===== config.mk =====
export PLATFORM = sky130hd
export DESIGN_NAME = integer_to_ascii_radix
export DESIGN_NICKNAME = d
export VERILOG_FILES = /design/src/design/itoa_pkg.sv /design/src/design/integer_to_ascii_radix.sv /design/src/design/itoa_fifo.sv /design/src/design/itoa_front.sv /design/src/design/itoa_back.sv
export SDC_FILE = /design/constraint.sdc
export NUM_CORES = 1
export LEC_CHECK = 0
export BUFFER_PORTS_ARGS = -buffer_cell sky130_fd_sc_hd__buf_2
export CAP_MARGIN = 20
export CORE_MARGIN = 2
export CORE_UTILIZATION = 63
export CTS_CLUSTER_SIZE = 16
export DETAILED_ROUTE_END_ITERATION = 8
export PLACE_DENSITY = 0.8
export SLEW_MARGIN = 5
export SYNTH_ARGS = -nofsm -noshare
export SYNTH_HDL_FRONTEND = slang
export SYNTH_SLANG_ARGS = --single-unit

===== constraint.sdc =====
create_clock -name clk_i -period 21.2 [get_ports clk_i]
set_input_delay 4.24 -clock clk_i [delete_from_list [all_inputs] [get_ports clk_i]]
set_output_delay 4.24 -clock clk_i [all_outputs]
set_load 0.01 [all_outputs]

===== src/design/itoa_pkg.sv =====
// ----------------------------------------------------------------------------
// itoa_pkg
// Shared types and constants of the integer to ASCII radix converter.
// ----------------------------------------------------------------------------
package itoa_pkg;

  // Radix register value after reset, and the one radix that shows a sign.
  localparam logic [5:0] RADIX_RESET = 6'd10;
  localparam logic [5:0] DECIMAL     = 6'd10;
  localparam logic [5:0] RADIX_MIN   = 6'd2;
  localparam logic [5:0] RADIX_MAX   = 6'd36;

  // ASCII codes used by the character emitter.
  localparam logic [7:0] CH_ZERO    = 8'h30;
  localparam logic [7:0] CH_LOWER_A = 8'h61;
  localparam logic [7:0] CH_MINUS   = 8'h2D;

  // Classification of one job, passed from the front end to the back end.
  typedef struct packed {
    logic       neg;
    logic [5:0] radix;
  } job_ctl_t;

  // One output word: a character and its end-of-number flag.
  typedef struct packed {
    logic       last;
    logic [7:0] ch;
  } char_word_t;

  // Back-end sequencer states.
  typedef enum logic [2:0] {
    BK_IDLE,
    BK_DIV,
    BK_SIGN,
    BK_RD,
    BK_EMIT
  } back_state_e;

endpackage


===== src/design/integer_to_ascii_radix.sv =====
// ----------------------------------------------------------------------------
// integer_to_ascii_radix
// Converts integers to ASCII digit strings in a configurable radix 2 to 36.
// ----------------------------------------------------------------------------
// Usage. An input word is taken when push is high and full is low; value_i
// holds the integer. Each input word yields one or more output words, one
// character each, most significant first, with last_char_o set on the final
// character. A result word sits on char_out_o/last_char_o while empty is low
// and is taken when pop is high. Digits above nine are lower-case letters.
// In radix ten a negative value starts with '-'; other radixes read the bits
// as unsigned. The user writes the radix register (cfg_we_i/cfg_radix_i)
// while the block is idle, not enforced; values below 2 or above 36 saturate.
// Flow. The front end classifies a value in the accept cycle and queues it
// (two entries). The back end takes a job, then runs each digit through the
// shared divider that retires eight quotient bits per cycle, emits a '-'
// for a negative value, and sends each character through the digit store's
// registered read port, a read state and then an emit state per character.
// Reset clears the queues and sets the radix to ten. When the receiver
// stalls, the two-entry output queue fills and the emitter waits; the input
// side keeps taking words until the job queue is full.
// ----------------------------------------------------------------------------
module integer_to_ascii_radix #(
  parameter int VALUE_WIDTH = 32
) (
  input  logic                          clk_i,
  input  logic                          rst_ni,
  input  logic                          cfg_we_i,
  input  logic [5:0]                    cfg_radix_i,
  input  logic                          push,
  output logic                          full,
  input  logic signed [VALUE_WIDTH-1:0] value_i,
  output logic                          empty,
  input  logic                          pop,
  output logic [7:0]                    char_out_o,
  output logic                          last_char_o
);

  localparam int CTL_W = $bits(itoa_pkg::job_ctl_t);
  localparam int JOB_W = VALUE_WIDTH + CTL_W;
  localparam int OUT_W = $bits(itoa_pkg::char_word_t);

  itoa_pkg::job_ctl_t     front_ctl, back_ctl;
  logic [VALUE_WIDTH-1:0] front_mag, back_mag;
  logic [JOB_W-1:0]       job_rdata;
  logic                   job_empty, job_pop;
  itoa_pkg::char_word_t   out_word, head_word;
  logic                   out_full, out_push;
  logic [OUT_W-1:0]       head_bits;

  itoa_front #(.VALUE_WIDTH(VALUE_WIDTH)) u_front (
    .clk_i       (clk_i),
    .rst_ni      (rst_ni),
    .cfg_we_i    (cfg_we_i),
    .cfg_radix_i (cfg_radix_i),
    .value_i     (value_i),
    .job_ctl_o   (front_ctl),
    .mag_o       (front_mag)
  );

  // Job queue between classification and conversion.
  itoa_fifo #(.WIDTH(JOB_W), .DEPTH(2)) u_job_q (
    .clk_i   (clk_i),
    .rst_ni  (rst_ni),
    .push_i  (push),
    .wdata_i ({front_ctl, front_mag}),
    .full_o  (full),
    .pop_i   (job_pop),
    .rdata_o (job_rdata),
    .empty_o (job_empty)
  );

  assign back_ctl = itoa_pkg::job_ctl_t'(job_rdata[JOB_W-1:VALUE_WIDTH]);
  assign back_mag = job_rdata[VALUE_WIDTH-1:0];

  itoa_back #(.VALUE_WIDTH(VALUE_WIDTH)) u_back (
    .clk_i       (clk_i),
    .rst_ni      (rst_ni),
    .job_empty_i (job_empty),
    .job_ctl_i   (back_ctl),
    .job_mag_i   (back_mag),
    .job_pop_o   (job_pop),
    .out_full_i  (out_full),
    .out_push_o  (out_push),
    .out_word_o  (out_word)
  );

  // Output queue decouples the emitter from the receiver.
  itoa_fifo #(.WIDTH(OUT_W), .DEPTH(2)) u_out_q (
    .clk_i   (clk_i),
    .rst_ni  (rst_ni),
    .push_i  (out_push),
    .wdata_i (out_word),
    .full_o  (out_full),
    .pop_i   (pop),
    .rdata_o (head_bits),
    .empty_o (empty)
  );

  assign head_word   = itoa_pkg::char_word_t'(head_bits);
  assign char_out_o  = head_word.ch;
  assign last_char_o = head_word.last;

endmodule


===== src/design/itoa_fifo.sv =====
// ----------------------------------------------------------------------------
// itoa_fifo
// Small register-based first-in first-out queue with full and empty flags.
// ----------------------------------------------------------------------------
module itoa_fifo #(
  parameter int WIDTH = 8,
  parameter int DEPTH = 2
) (
  input  logic             clk_i,
  input  logic             rst_ni,
  input  logic             push_i,
  input  logic [WIDTH-1:0] wdata_i,
  output logic             full_o,
  input  logic             pop_i,
  output logic [WIDTH-1:0] rdata_o,
  output logic             empty_o
);

  localparam int PW = (DEPTH > 1) ? $clog2(DEPTH) : 1;
  localparam int CW = $clog2(DEPTH + 1);

  logic [WIDTH-1:0] mem_q [DEPTH];
  logic [PW-1:0]    wr_ptr_q, wr_ptr_d;
  logic [PW-1:0]    rd_ptr_q, rd_ptr_d;
  logic [CW-1:0]    count_q, count_d;
  logic             do_push, do_pop;

  assign full_o  = (count_q == CW'(DEPTH));
  assign empty_o = (count_q == '0);
  assign rdata_o = mem_q[rd_ptr_q];
  assign do_push = push_i && !full_o;
  assign do_pop  = pop_i && !empty_o;

  always_comb begin
    wr_ptr_d = wr_ptr_q;
    rd_ptr_d = rd_ptr_q;
    count_d  = count_q;
    if (do_push) begin
      wr_ptr_d = (wr_ptr_q == PW'(DEPTH - 1)) ? '0 : wr_ptr_q + PW'(1);
    end
    if (do_pop) begin
      rd_ptr_d = (rd_ptr_q == PW'(DEPTH - 1)) ? '0 : rd_ptr_q + PW'(1);
    end
    if (do_push && !do_pop) begin
      count_d = count_q + CW'(1);
    end else if (do_pop && !do_push) begin
      count_d = count_q - CW'(1);
    end
  end

  always_ff @(posedge clk_i or negedge rst_ni) begin
    if (!rst_ni) begin
      wr_ptr_q <= '0;
      rd_ptr_q <= '0;
      count_q  <= '0;
    end else begin
      wr_ptr_q <= wr_ptr_d;
      rd_ptr_q <= rd_ptr_d;
      count_q  <= count_d;
    end
  end

  always_ff @(posedge clk_i) begin
    if (do_push) begin
      mem_q[wr_ptr_q] <= wdata_i;
    end
  end

endmodule


===== src/design/itoa_front.sv =====
// ----------------------------------------------------------------------------
// itoa_front
// Holds the radix register and classifies each incoming value.
// ----------------------------------------------------------------------------
module itoa_front #(
  parameter int VALUE_WIDTH = 32
) (
  input  logic                          clk_i,
  input  logic                          rst_ni,
  input  logic                          cfg_we_i,
  input  logic [5:0]                    cfg_radix_i,
  input  logic signed [VALUE_WIDTH-1:0] value_i,
  output itoa_pkg::job_ctl_t            job_ctl_o,
  output logic [VALUE_WIDTH-1:0]        mag_o
);

  logic [5:0]             radix_q;
  logic [5:0]             radix_eff;
  logic [VALUE_WIDTH-1:0] bits;
  logic                   neg;

  always_ff @(posedge clk_i or negedge rst_ni) begin
    if (!rst_ni) begin
      radix_q <= itoa_pkg::RADIX_RESET;
    end else if (cfg_we_i) begin
      radix_q <= cfg_radix_i;
    end
  end

  // Out-of-range register values saturate to the nearest legal radix.
  always_comb begin
    if (radix_q < itoa_pkg::RADIX_MIN) begin
      radix_eff = itoa_pkg::RADIX_MIN;
    end else if (radix_q > itoa_pkg::RADIX_MAX) begin
      radix_eff = itoa_pkg::RADIX_MAX;
    end else begin
      radix_eff = radix_q;
    end
  end

  // Only decimal reads the value as signed; the magnitude of the most
  // negative value wraps to its true unsigned magnitude.
  assign bits  = value_i;
  assign neg   = (radix_eff == itoa_pkg::DECIMAL) && bits[VALUE_WIDTH-1];
  assign mag_o = neg ? (~bits + VALUE_WIDTH'(1)) : bits;

  assign job_ctl_o.neg   = neg;
  assign job_ctl_o.radix = radix_eff;

endmodule


===== src/design/itoa_back.sv =====
// ----------------------------------------------------------------------------
// itoa_back
// Divides the magnitude into digits, stores them, and emits characters
// most significant first.
// ----------------------------------------------------------------------------
module itoa_back #(
  parameter int VALUE_WIDTH = 32
) (
  input  logic                   clk_i,
  input  logic                   rst_ni,
  input  logic                   job_empty_i,
  input  itoa_pkg::job_ctl_t     job_ctl_i,
  input  logic [VALUE_WIDTH-1:0] job_mag_i,
  output logic                   job_pop_o,
  input  logic                   out_full_i,
  output logic                   out_push_o,
  output itoa_pkg::char_word_t   out_word_o
);

  localparam int W     = VALUE_WIDTH;
  localparam int AW    = $clog2(W);
  localparam int CW    = $clog2(W + 1);
  localparam int BW    = $clog2(W + 1);
  localparam int CHUNK = 8;

  itoa_pkg::back_state_e state_q, state_d;

  logic [W-1:0]  acc_q, acc_d, acc_v;
  logic [5:0]    rem_q, rem_d, rem_v;
  logic [6:0]    trial;
  logic [BW-1:0] bits_q, bits_d;
  logic [CW-1:0] cnt_q, cnt_d;
  logic [AW-1:0] idx_q, idx_d;
  logic          neg_q, neg_d;
  logic [5:0]    radix_q, radix_d;
  logic          pass_done;

  logic [5:0]    store_q [W];
  logic          st_we;
  logic [AW-1:0] st_waddr;
  logic          st_re;
  logic [5:0]    rdata_q;

  // Restoring division by the radix, up to CHUNK quotient bits per cycle.
  always_comb begin
    rem_v = rem_q;
    acc_v = acc_q;
    trial = '0;
    for (int k = 0; k < CHUNK; k++) begin
      if (int'(bits_q) + k < W) begin
        trial = {rem_v, acc_v[W-1]};
        acc_v = {acc_v[W-2:0], 1'b0};
        if (trial >= {1'b0, radix_q}) begin
          trial    = trial - {1'b0, radix_q};
          acc_v[0] = 1'b1;
        end
        rem_v = trial[5:0];
      end
    end
    pass_done = (int'(bits_q) + CHUNK >= W);
  end

  always_comb begin
    state_d    = state_q;
    acc_d      = acc_q;
    rem_d      = rem_q;
    bits_d     = bits_q;
    cnt_d      = cnt_q;
    idx_d      = idx_q;
    neg_d      = neg_q;
    radix_d    = radix_q;
    job_pop_o  = 1'b0;
    out_push_o = 1'b0;
    out_word_o = '0;
    st_we      = 1'b0;
    st_waddr   = cnt_q[AW-1:0];
    st_re      = 1'b0;
    unique case (state_q)
      itoa_pkg::BK_IDLE: begin
        if (!job_empty_i) begin
          job_pop_o = 1'b1;
          acc_d     = job_mag_i;
          rem_d     = '0;
          bits_d    = '0;
          cnt_d     = '0;
          neg_d     = job_ctl_i.neg;
          radix_d   = job_ctl_i.radix;
          state_d   = itoa_pkg::BK_DIV;
        end
      end
      itoa_pkg::BK_DIV: begin
        acc_d = acc_v;
        rem_d = rem_v;
        if (pass_done) begin
          st_we  = 1'b1;
          cnt_d  = cnt_q + CW'(1);
          bits_d = '0;
          rem_d  = '0;
          if (acc_v == '0) begin
            idx_d   = cnt_q[AW-1:0];
            state_d = neg_q ? itoa_pkg::BK_SIGN : itoa_pkg::BK_RD;
          end
        end else begin
          bits_d = bits_q + BW'(CHUNK);
        end
      end
      itoa_pkg::BK_SIGN: begin
        if (!out_full_i) begin
          out_push_o      = 1'b1;
          out_word_o.ch   = itoa_pkg::CH_MINUS;
          out_word_o.last = 1'b0;
          state_d         = itoa_pkg::BK_RD;
        end
      end
      itoa_pkg::BK_RD: begin
        st_re   = 1'b1;
        state_d = itoa_pkg::BK_EMIT;
      end
      itoa_pkg::BK_EMIT: begin
        if (!out_full_i) begin
          out_push_o      = 1'b1;
          out_word_o.last = (idx_q == '0);
          out_word_o.ch   = (rdata_q > 6'd9)
                          ? itoa_pkg::CH_LOWER_A + 8'(rdata_q - 6'd10)
                          : itoa_pkg::CH_ZERO + 8'(rdata_q);
          if (idx_q == '0) begin
            state_d = itoa_pkg::BK_IDLE;
          end else begin
            idx_d   = idx_q - AW'(1);
            state_d = itoa_pkg::BK_RD;
          end
        end
      end
      default: begin
        state_d = itoa_pkg::BK_IDLE;
      end
    endcase
  end

  always_ff @(posedge clk_i or negedge rst_ni) begin
    if (!rst_ni) begin
      state_q <= itoa_pkg::BK_IDLE;
      cnt_q   <= '0;
      bits_q  <= '0;
      idx_q   <= '0;
      neg_q   <= 1'b0;
      radix_q <= itoa_pkg::RADIX_RESET;
    end else begin
      state_q <= state_d;
      cnt_q   <= cnt_d;
      bits_q  <= bits_d;
      idx_q   <= idx_d;
      neg_q   <= neg_d;
      radix_q <= radix_d;
    end
  end

  always_ff @(posedge clk_i) begin
    acc_q <= acc_d;
    rem_q <= rem_d;
  end

  // Digit store: one write port, one registered read port.
  always_ff @(posedge clk_i) begin
    if (st_we) begin
      store_q[st_waddr] <= rem_v;
    end
    if (st_re) begin
      rdata_q <= store_q[idx_q];
    end
  end

  a_cnt_bound: assert property (@(posedge clk_i) disable iff (!rst_ni)
    cnt_q <= CW'(W))
    else $error("digit count exceeds value width");

  a_radix_legal: assert property (@(posedge clk_i) disable iff (!rst_ni)
    (state_q == itoa_pkg::BK_DIV) |-> (radix_q >= itoa_pkg::RADIX_MIN &&
                                       radix_q <= itoa_pkg::RADIX_MAX))
    else $error("division running with an illegal radix");

  a_push_state: assert property (@(posedge clk_i) disable iff (!rst_ni)
    out_push_o |-> (state_q == itoa_pkg::BK_SIGN || state_q == itoa_pkg::BK_EMIT))
    else $error("character pushed outside an emit state");

  a_last_ends: assert property (@(posedge clk_i) disable iff (!rst_ni)
    (out_push_o && out_word_o.last) |=> (state_q == itoa_pkg::BK_IDLE))
    else $error("sequencer did not return to idle after the last character");

  a_pop_idle: assert property (@(posedge clk_i) disable iff (!rst_ni)
    job_pop_o |=> (state_q == itoa_pkg::BK_DIV && cnt_q == '0))
    else $error("job taken without starting a fresh division");

endmodule

## Word-level counts from Yosys, hierarchy flattened

Memory sizes are Yosys's and may differ from the RTL's. A register that Yosys moved wholly into a read port is not among the register bits.
Index checks and enable logic that the tools add are counted.

- Register bits: 79
- Memories kept: 3
- Input bits: 43
- Memory bits (writable): 288

Memory list:

| name | depth | width | read ports | clocked after memory_dff | write ports | line | source |
|---|---|---|---|---|---|---|---|
| u_back.store_q | 32 | 6 | 1 | 1 | 1 | itoa_back.sv:38 | `logic [5:0] store_q [W];` |
| u_job_q.mem_q | 2 | 39 | 1 | 0 | 1 | itoa_fifo.sv:22 | `logic [WIDTH-1:0] mem_q [DEPTH];` |
| u_out_q.mem_q | 2 | 9 | 1 | 0 | 1 | itoa_fifo.sv:22 |  |

- Reductions and logical operators: 32
- $add $sub $neg: 31
- Eq/ne operators: 13
- Magnitude comparators: 20
- Bitwise logic cells: 2
- Muxes and demuxes: 82

Operators by type and width:

| cell | number |
|---|---|
| $mux W32 | 10 |
| $lt A32 B7 Y1 const B | 7 |
| $mux W6 | 23 |
| $pmux W32 S2 | 1 |
| $ge A7 B6 Y1 | 8 |
| $sub A6 B6 Y6 | 8 |
| $pmux W6 S2 | 3 |
| $add A32 B1 Y32 const B | 1 |
| $ge A32 B7 Y1 const B | 1 |
| $logic_not A32 Y1 | 1 |
| $not A32 Y32 | 1 |
| $add A6 B3 Y7 const B | 4 |
| $mux W1 | 26 |
| $mux W5 | 4 |
| $pmux W9 S2 | 1 |
| $mux W3 | 5 |
| $pmux W3 S5 | 1 |
| $add A6 B2 Y7 const B | 2 |
| $mux W2 | 5 |
| $pmux W5 S2 | 1 |
| $reduce_and A5 Y1 | 2 |
| $logic_and A1 B1 Y1 | 9 |
| $mux W9 | 1 |
| $add A7 B8 Y8 const A | 1 |
| other kinds (31) | 54 |

## Logic depth before layout (Yosys ltp)

Gate-level depths: netlist (run 1).

- Depth in word-level cells: 28
- Depth in mapped cells: 89

## Modules after synthesis

From an unflattened synthesis (run 1), not the netlist that was laid out.

- Cells, all modules: 1,542
- Area, all modules: 19,356.1 um^2

Modules (own cells, without submodules):

| module | area each (um^2) | instances | seq. area each (um^2) | cells each |
|---|---|---|---|---|
| itoa_back | 14,406.3 | 1 | 7,664.9 | 1,224 |
| itoa_fifo (u_job_q) | 3,007.9 | 1 | 2,442.3 | 140 |
| itoa_front | 1,096.1 | 1 | 152.6 | 131 |
| itoa_fifo (u_out_q) | 845.8 | 1 | 640.6 | 47 |

## Worst setup path after synthesis (run 1)

Ideal clock, no wire load.

- Path kind: register to register
- Start point: register u_back.bits_q[5]
- End point: memory u_back.store_q[0][0], data pin
- Setup time: 0.473 ns
- Data required time: 20.727 ns
- Stages on the path, launching flop included: 80
- Path slack: 3.704 ns
- Data arrival time: 17.023 ns
- Cell sequence: dfrtp_1 -> inv_1 -> clkbuf_1 -> clkbuf_1 -> buf_1 -> buf_1 -> clkbuf_1 -> buf_1 -> a21oi_1 -> ha_1 -> nand2b_1 -> a21o_1 -> a31o_2 -> and2_1 -> clkbuf_2 -> nand2_1 -> o21ai_0 -> o21ai_0 -> (+44 left out) -> a21o_1 -> a31o_2 -> a21oi_1 -> o311ai_2 -> nor2_1 -> a21oi_1 -> o21ai_0 -> ha_1 -> a21oi_1 -> o21ai_0 -> and2_1 -> o21a_1 -> nor2_1 -> a21boi_0 -> nor2_1 -> o211ai_4 -> and2_1 -> o31ai_1

- Cells in the longest elaborated chain, start to end: 23

RTL lines:

| element | line | source |
|---|---|---|
| start, declared | itoa_back.sv:31 | `logic [BW-1:0] bits_q, bits_d;` |
| start signal, assigned | itoa_back.sv:151 | `bits_q <= bits_d;` |
| branches (longest 22 deep; another with $lt A32 B7 Y1) | n/a |  |
| $mux W6 * | itoa_back.sv:50 | `if (int'(bits_q) + k < W) begin` |
| named net u_back.rem_v[0] | itoa_back.sv:29 | `logic [5:0] rem_q, rem_d, rem_v;` |
| end, declared | itoa_back.sv:38 |  |

Mark *: on every way through the listed nets, which the timed path passes.

## Worst setup path in the final report (run 1)

- Start point: register u_back.radix_q[1]
- End point: register u_back.rem_q[3], data pin

- Cells in the longest elaborated chain, start to end: 26

RTL lines:

| element | line | source |
|---|---|---|
| start, declared | itoa_back.sv:35 | `logic [5:0] radix_q, radix_d;` |
| start signal, assigned | itoa_back.sv:147 | `radix_q <= itoa_pkg::RADIX_RESET;` |
| start signal, assigned | itoa_back.sv:154 | `radix_q <= radix_d;` |
| $sub A6 B6 Y6 or $ge A7 B6 Y1 (tied branches) | itoa_back.sv:54, itoa_back.sv:53 |  |
| $mux W6 | itoa_back.sv:53 | `if (trial >= {1'b0, radix_q}) begin` |
| $mux W6 | itoa_back.sv:50 |  |
| $sub A6 B6 Y6 or $ge A7 B6 Y1 (tied branches) | itoa_back.sv:54, itoa_back.sv:53 |  |
| $mux W6 | itoa_back.sv:53 |  |
| $mux W6 | itoa_back.sv:50 |  |
| $sub A6 B6 Y6 or $ge A7 B6 Y1 (tied branches) | itoa_back.sv:54, itoa_back.sv:53 |  |
| $mux W6 | itoa_back.sv:53 |  |
| (+11 left out) | n/a |  |
| $mux W6 | itoa_back.sv:53 |  |
| $mux W6 | itoa_back.sv:50 |  |
| $sub A6 B6 Y6 or $ge A7 B6 Y1 (tied branches) | itoa_back.sv:54, itoa_back.sv:53 |  |
| $mux W6 | itoa_back.sv:53 |  |
| $mux W6 * | itoa_back.sv:50 |  |
| named net u_back.rem_v[3] | itoa_back.sv:29 |  |
| $mux W6 * | itoa_back.sv:94 | `if (pass_done) begin` |
| $pmux W6 S2 * | itoa_back.sv:78 | `unique case (state_q)` |
| end signal, assigned | itoa_back.sv:160 | `rem_q <= rem_d;` |
| end, declared | itoa_back.sv:29 |  |

The timed path passes the listed nets; every way through them passes the cells marked *.
A chain may end at the register's enable or synchronous reset.

==> results by group, run 1 <==
Outcome
  – Status: finished clean

Place
  – Pre-CTS setup slack: 2.103 ns
  – I/O Buffers: 53
  – Placed Cells: 1851
  – DP Wirelength: 28840 um
  – GP Congestion: 0.9624

Yosys
  – Syn Inst Count: 1461
  – Seq/Total Area, Yosys: 57.20%
  – Synth Cell Area: 19060 um^2
  – Main synth FF type: edfxtp_1
  – EDFF count, synth: 332
  – Ys async rst share: 10.03%
  – Synth area leaders: edfxtp_1 52%, mux4_2 7.1%, dfrtp_1 4.3%, ha_1 4.2%, nor2_1 2.5%
  – Yosys top cell area share: 52.31%
  – Mapped Nets: 1576
  – Yosys top cell by area: edfxtp_1
  – Synth Area per Inst: 13.04 um^2
  – Seq cells post-synth: 369
  – Yosys cell types: 83
  – Syn. warnings: 0

Setup path
  – Number of cells on the worst reg-to-reg path: 81
  – Most frequent CP cell: o21ai_0
  – Flop2flop setup slack: 1.92 ns
  – Worst setup EP type: register
  – CP required: 21.46 ns
  – Slowest cell delay on critical path: 0.73 ns
  – CP Launch Type: register
  – Crit Path Max Fanout: 33
  – Reg-to-Reg Start: u_back.radix_q[1]$_DFFE_PN1P_
  – CP Class: register to register
  – CP max stage cell: dfstp_2
  – Worst reg2reg path endpoint: u_back.rem_q[3]$_SDFFCE_PP0P_
  – Crit path arrival time: 19.54 ns

Clock tree
  – Reg clk slew, reported paths: 0.07 ns
  – Total setup buffers inserted after CTS: 0
  – H-Tree Depth: 2
  – CTS root buffer: clkbuf_16
  – Hold_buf cts: 0
  – Worst-Skew Late Latency: 0.54 ns
  – Clock buffer depth: 3
  – Sink Count: 369
  – Post-CTS sizing: 0
  – Total CTS buffers: 39
  – CTS tree: yes

Routing
  – Initial DRC Count: 1329
  – Post-route DRC violation count: 0
  – Post-route ant nets: 0
  – Vias: 12640
  – DRT Wirelength: 44430 um
  – Detailed Routing Iterations Pass 1: 5
  – Wire per inst: 23.06 um
  – Vias/cell: 6.558

Layout
  – Finished Layout Cells: 1927
  – Layout cells sized above 1: 16.85%
  – Final #Nets: 1622
  – Fill cells: 1907
  – P&R area growth vs syn: 10.75%
  – Antenna cells: 0

Global routing
  – Largest net degree at the start of global routing: 53
  – First-pass GRT wire length: 69450 um
  – Overall routing resource usage: 28.93%
  – Global-route track usage on met1: 41.76%
  – Vias in the first global route: 12250
  – Met3 usage: 4.606%
  – Met2 global-route usage: 45.96%
  – Busiest grt layer: met2
  – Antenna violations before repair: 1
  – GRT overflow: 0

Floorplanning
  – Starting density of the core: 64.13%
  – FP Rows: 63
  – Die Ht: 177.9 um
  – Die width: 177.9 um
  – IO Count: 54
  – Core Region: 29720 um^2
  – Area of the die: 31660 um^2

Timing
  – Period Utilization, post-route: 90.96%
  – Post-route minimum period: 19.28 ns
  – Total negative setup slack: 0 ns
  – Hold Violations, Final: 0
  – Pins Over Slew Limit: 0
  – Worst-Margin Slew: 1.148 ns
  – Unrepaired setup endpoints after global routing: false
  – Final Worst Setup Slack: 1.916 ns
  – Worst hold margin: 0.4892 ns
  – Slew HR: 22.79%
  – Final setup violating endpoints: 0
  – Fmax: 51.86 MHz
  – Clock Skew: 0.03335 ns

Hold path
  – Hold Crit Depth: 2
  – Hold path startpoint: u_back.radix_q[3]$_DFFE_PN1P_
  – Worst min path class: register to register
  – Hold EP: u_back.radix_q[3]$_DFFE_PN1P_

Job
  – Max-cap violation count: 0
## final cells by class
type                       count  area [um^2]  area share [%]
tap                          390        488.0           2.312
clock inverter                15        200.2          0.9485
timing repair buffer          71        462.9           2.193
clock buffer                  56         1111           5.264
inverter                      60        225.2           1.067
sequential                   369        10910           51.67
multi-input combinational    966         7714           36.55
## worst max-delay path, delay by kind of cell (launching register included)
| family | cells | cell delay, ns |
|---|---|---|
| compound gates | 44 | 10.17 |
| fa+ha+maj | 8 | 2.52 |
| buf+inv | 4 | 0.56 |
| flops | 1 | 0.73 |
| simple gates | 25 | 5.04 |
## routing by layer
metal	part of all wire (%)	vias to the layer above
li1	-	5663
met1	42	6232
met2	47	652
met3	7.8	91
met4	2.7	0
met5	0	-
## flip-flops by register name, summed over array words and instances, names as in the netlist
name and flops:
u_out_q.wr_ptr_q 1, u_back.state_q 3, u_back.neg_q 1, u_back.rem_q 6, u_back.store_q 192, u_front.radix_q 6
u_back.acc_q 32, u_out_q.rd_ptr_q 1, u_job_q.wr_ptr_q 1, u_out_q.count_q 2, u_back.cnt_q 5, u_job_q.rd_ptr_q 1
u_back.radix_q 6, u_back.rdata_q 6, u_job_q.count_q 2, u_out_q.mem_q 18, u_back.idx_q 5, u_back.bits_q 3
u_job_q.mem_q 78
## worst max path at each step
stage                             startpoint                              end  slack (ns)  cells past startpoint
2_1_floorplan   u_back.bits_q[5]$_DFFE_PN0P_   u_back.store_q[0][0]$_DFFE_PP_        3.70                     79
3_3_place_gp   u_back.radix_q[1]$_DFFE_PN1P_   u_back.store_q[2][5]$_DFFE_PP_        2.72                     81
3_5_place_dp   u_back.radix_q[1]$_DFFE_PN1P_  u_back.store_q[10][2]$_DFFE_PP_        2.10                     80
4_1_cts        u_back.radix_q[1]$_DFFE_PN1P_  u_back.store_q[22][2]$_DFFE_PP_        1.97                     80
5_1_grt        u_back.radix_q[1]$_DFFE_PN1P_    u_back.rem_q[3]$_SDFFCE_PP0P_        0.28                     82
6_report       u_back.radix_q[1]$_DFFE_PN1P_    u_back.rem_q[3]$_SDFFCE_PP0P_        1.92                     81
## cells in the final DEF (no fill, tap or decap), types with 18 or more instances in the layout
cell,netlist,routed
a211oi_1,35,35
a21oi_1,89,89
buf_2,3,53
clkbuf_16,0,40
dfrtp_1,33,29
edfxtp_1,332,332
ha_1,64,64
inv_1,60,60
mux2_2,26,26
mux2i_1,47,47
mux4_2,60,60
nand2_1,75,75
nand2b_1,21,21
nand3_1,18,18
nor2_1,127,122
nor2b_1,40,40
o21ai_0,63,63
xnor2_1,47,47
xor2_1,28,28
## cell usage after synthesis (14+ instances only)
cell type and instances:
nand2_1 75, xor2_1 28, nor2_1 127, mux2i_1 47
buf_1 14, nand3_1 18, dfrtp_1 33, nand2b_1 21
edfxtp_1 332, mux4_2 60, nor3_1 16, nor4_1 16
o21ai_0 63, inv_1 60, xnor2_1 47, a21oi_1 89
clkbuf_1 47, ha_1 64, a211oi_1 35, nor2b_1 40
mux2_2 26
## stage by stage
step,instance area (um^2),util [%]
after floorplan,19060,-
after global placement,19680,66.23
after detailed placement,19700,66.28
after CTS,21010,70.70
after global routing,21110,71.02
final,21110,71.02
## kinds of logic after synthesis
| kind of cell | after synthesis | synth area share, % |
|---|---|---|
| flip-flops | 369 | 57.20 |
| XOR/XNOR | 75 | 3.447 |
| AO/OA/AOI/OAI | 301 | 10.57 |
| adder cells (fa/ha/maj) | 73 | 5.095 |
| AND/OR/NAND/NOR | 383 | 9.992 |
| multiplexers | 134 | 11.17 |
| buffers and inverters | 126 | 2.528 |
Power of run 1 is not shown: default switching activity piles up to over one toggle a cycle in this logic, so the estimate is an artifact.
==> run 2, diff against run 1 <==
--- a/config.mk
+++ b/config.mk
@@ -11,6 +11,7 @@
 export CORE_UTILIZATION = 63
 export CTS_CLUSTER_SIZE = 16
 export DETAILED_ROUTE_END_ITERATION = 8
+export GPL_TIMING_DRIVEN = 0
 export PLACE_DENSITY = 0.8
 export SLEW_MARGIN = 5
 export SYNTH_ARGS = -nofsm -noshare
==> run 2 against run 1 <==
  * Register-to-register slack worse by 0.56 ns
  * Worst hold slack about the same
  * Global-route usage increased by 2.2 points
  * Setup slack lost 0.56 ns
  * Clock-buffer cell count decreased by 12
  * First-iteration DRC count up 18%
  * Via count rose by 3.3%
  * Flip-flop and latch count unchanged
  * Clock skew shrank 0.0033 ns
  * Cell area up 1.0%
  * Critical path type unchanged
  * Largest cell class unchanged
==> results by group, run 2 (synthesized netlist as in run 1, its figures left out) <==
Outcome
  – Status: finished clean

Clock tree
  – Clock buffer depth: 3
  – CTS tree: yes
  – Reg clk slew, reported paths: 0.06 ns
  – Total CTS buffers: 38
  – Hold_buf cts: 0
  – Sink Count: 369
  – CTS root buffer: clkbuf_16
  – Worst-Skew Late Latency: 0.55 ns
  – H-Tree Depth: 2

Routing
  – Detailed Routing Iterations Pass 1: 6
  – DRT Wirelength: 47640 um
  – Post-route ant nets: 0
  – Met3 WL: 4614 um
  – Metal-1 WL: 19160 um
  – Vias/cell: 6.579
  – Initial DRC Count: 1572
  – Wire per inst: 24.00 um
  – DR top layer: met4
  – Vias: 13060
  – Met2 Wirelength: 22440 um
  – Post-route DRC violation count: 0

Timing
  – Pins Over Slew Limit: 0
  – Worst hold margin: 0.4888 ns
  – Final setup violating endpoints: 0
  – Slew HR: 29.60%
  – Fmax: 50.38 MHz
  – Worst-Margin Slew: 1.056 ns
  – Period Utilization, post-route: 93.62%
  – Unrepaired setup endpoints after global routing: false
  – Clock Skew: 0.03001 ns
  – Post-route minimum period: 19.85 ns
  – Hold Violations, Final: 0

Setup path
  – Flop2flop setup slack: 1.35 ns
  – CP max stage cell: a31oi_1
  – Worst setup EP type: register
  – Crit Path Max Fanout: 17
  – Most frequent CP cell: o21ai_0
  – CP required: 21.48 ns
  – Crit path arrival time: 20.13 ns
  – Number of cells on the worst reg-to-reg path: 85
  – Worst reg2reg path endpoint: u_back.store_q[29][5]$_DFFE_PP_
  – CP Launch Type: register
  – CP Class: register to register
  – Slowest cell delay on critical path: 0.50 ns
  – Reg-to-Reg Start: u_back.bits_q[5]$_DFFE_PN0P_

Place
  – Placed cell areas: 19970 um^2
  – GP Congestion: 0.9695
  – DP Wirelength: 32210 um
  – Placed Cells: 1910
  – I/O Buffers: 52

Global routing
  – GRT overflow: 0
  – First-pass GRT wire length: 73510 um
  – Vias in the first global route: 12880
  – Largest net degree at the start of global routing: 40
  – Overall routing resource usage: 31.09%
  – Antenna violations before repair: 0

Layout
  – Final #Nets: 1678
  – Commonest non-fill, non-tap cell in the layout: edfxtp_1
  – Most frequent cells in the layout: 332 x edfxtp_1, 122 x nor2_1, 89 x a21oi_1, 75 x nand2_1, 64 x ha_1
  – Largest register FFs: 192
  – Final instance area: 21320 um^2
  – Finished Layout Cells: 1985
  – Biggest regs: u_back.store_q x192, u_job_q.mem_q x78, u_back.acc_q x32
  – Top reg by flops: u_back.store_q
  – P&R area growth vs syn: 11.88%
  – Layout cells sized above 1: 15.82%
  – Fill cells: 1882

Floorplanning
  – IO Count: 54
  – FP Rows: 63
  – Die width: 177.9 um
  – Core Region: 29720 um^2
  – Starting density of the core: 64.13%
  – Die Ht: 177.9 um
  – Area of the die: 31660 um^2

Hold path
  – Hold Crit Depth: 2
  – Hold path startpoint: u_back.radix_q[3]$_DFFE_PN1P_
  – Worst min path class: register to register
  – Hold EP: u_back.radix_q[3]$_DFFE_PN1P_

Job
  – Max-cap violation count: 0
==> run 2: critical path: cells and delay by family (launching register included) <==
family                     cells  cell delay, ns
AOI/OAI and AO/OA             40            9.29
muxes                          2            0.74
and+or+nand+nor               24            3.80
DFF                            1            0.42
adders and majority gates      7            2.04
buffers and inverters         12            3.28
==> run 2: area by class of cell <==
cell class	instances	area, um^2	area share [%]
Clock inverter	26	295.3	1.385
Antenna cell	2	5.005	0.02347
Sequential cell	369	10900	51.12
Clock buffer	44	994.7	4.665
Tap cell	390	488.0	2.288
Timing Repair Buffer	62	432.9	2.030
Buffer	66	262.8	1.232
Multi-Input combinational cell	966	7719	36.20
Inverter	60	225.2	1.056
==> run 2: repair_timing <==
action / in CTS / in global routing
gates resized for setup: 0 / 9
endpoints found under the setup margin: 0 / 206
setup buffers: 0 / 2
==> run 2: how the worst max path moves through the flow <==
stage,slack (ns),depth (start not counted),to,start
after floorplan,3.70,79,u_back.store_q[0][0]$_DFFE_PP_,u_back.bits_q[5]$_DFFE_PN0P_
after global placement,-1.04,84,u_back.store_q[10][0]$_DFFE_PP_,u_back.bits_q[5]$_DFFE_PN0P_
after detailed placement,0.92,84,u_back.rem_q[3]$_SDFFCE_PP0P_,u_back.bits_q[5]$_DFFE_PN0P_
after CTS,0.81,84,u_back.rem_q[3]$_SDFFCE_PP0P_,u_back.bits_q[5]$_DFFE_PN0P_
after global routing,0.009,84,u_back.store_q[29][5]$_DFFE_PP_,u_back.bits_q[5]$_DFFE_PN0P_
final,1.35,85,u_back.store_q[29][5]$_DFFE_PP_,u_back.bits_q[5]$_DFFE_PN0P_
==> run 2: metrics by stage <==
step	setup TNS, ns	worst slack [ns]	util [%]
floorplan	0	3.704	-
global placement	-33.96	-1.037	66.65
detailed placement	0	0.9209	67.19
CTS	0	0.8050	71.53
global route	0	0.009072	71.74
finish	0	1.352	71.75
==> run 2: metal layers <==
layer  vias to the layer above  track usage [%]
met1                      6419            44.08
li1                       5785                -
met3                       122            5.463
met5                         -                0
met2                       733            49.34
met4                         0            10.28
Power of run 2 is left out for the same reason.
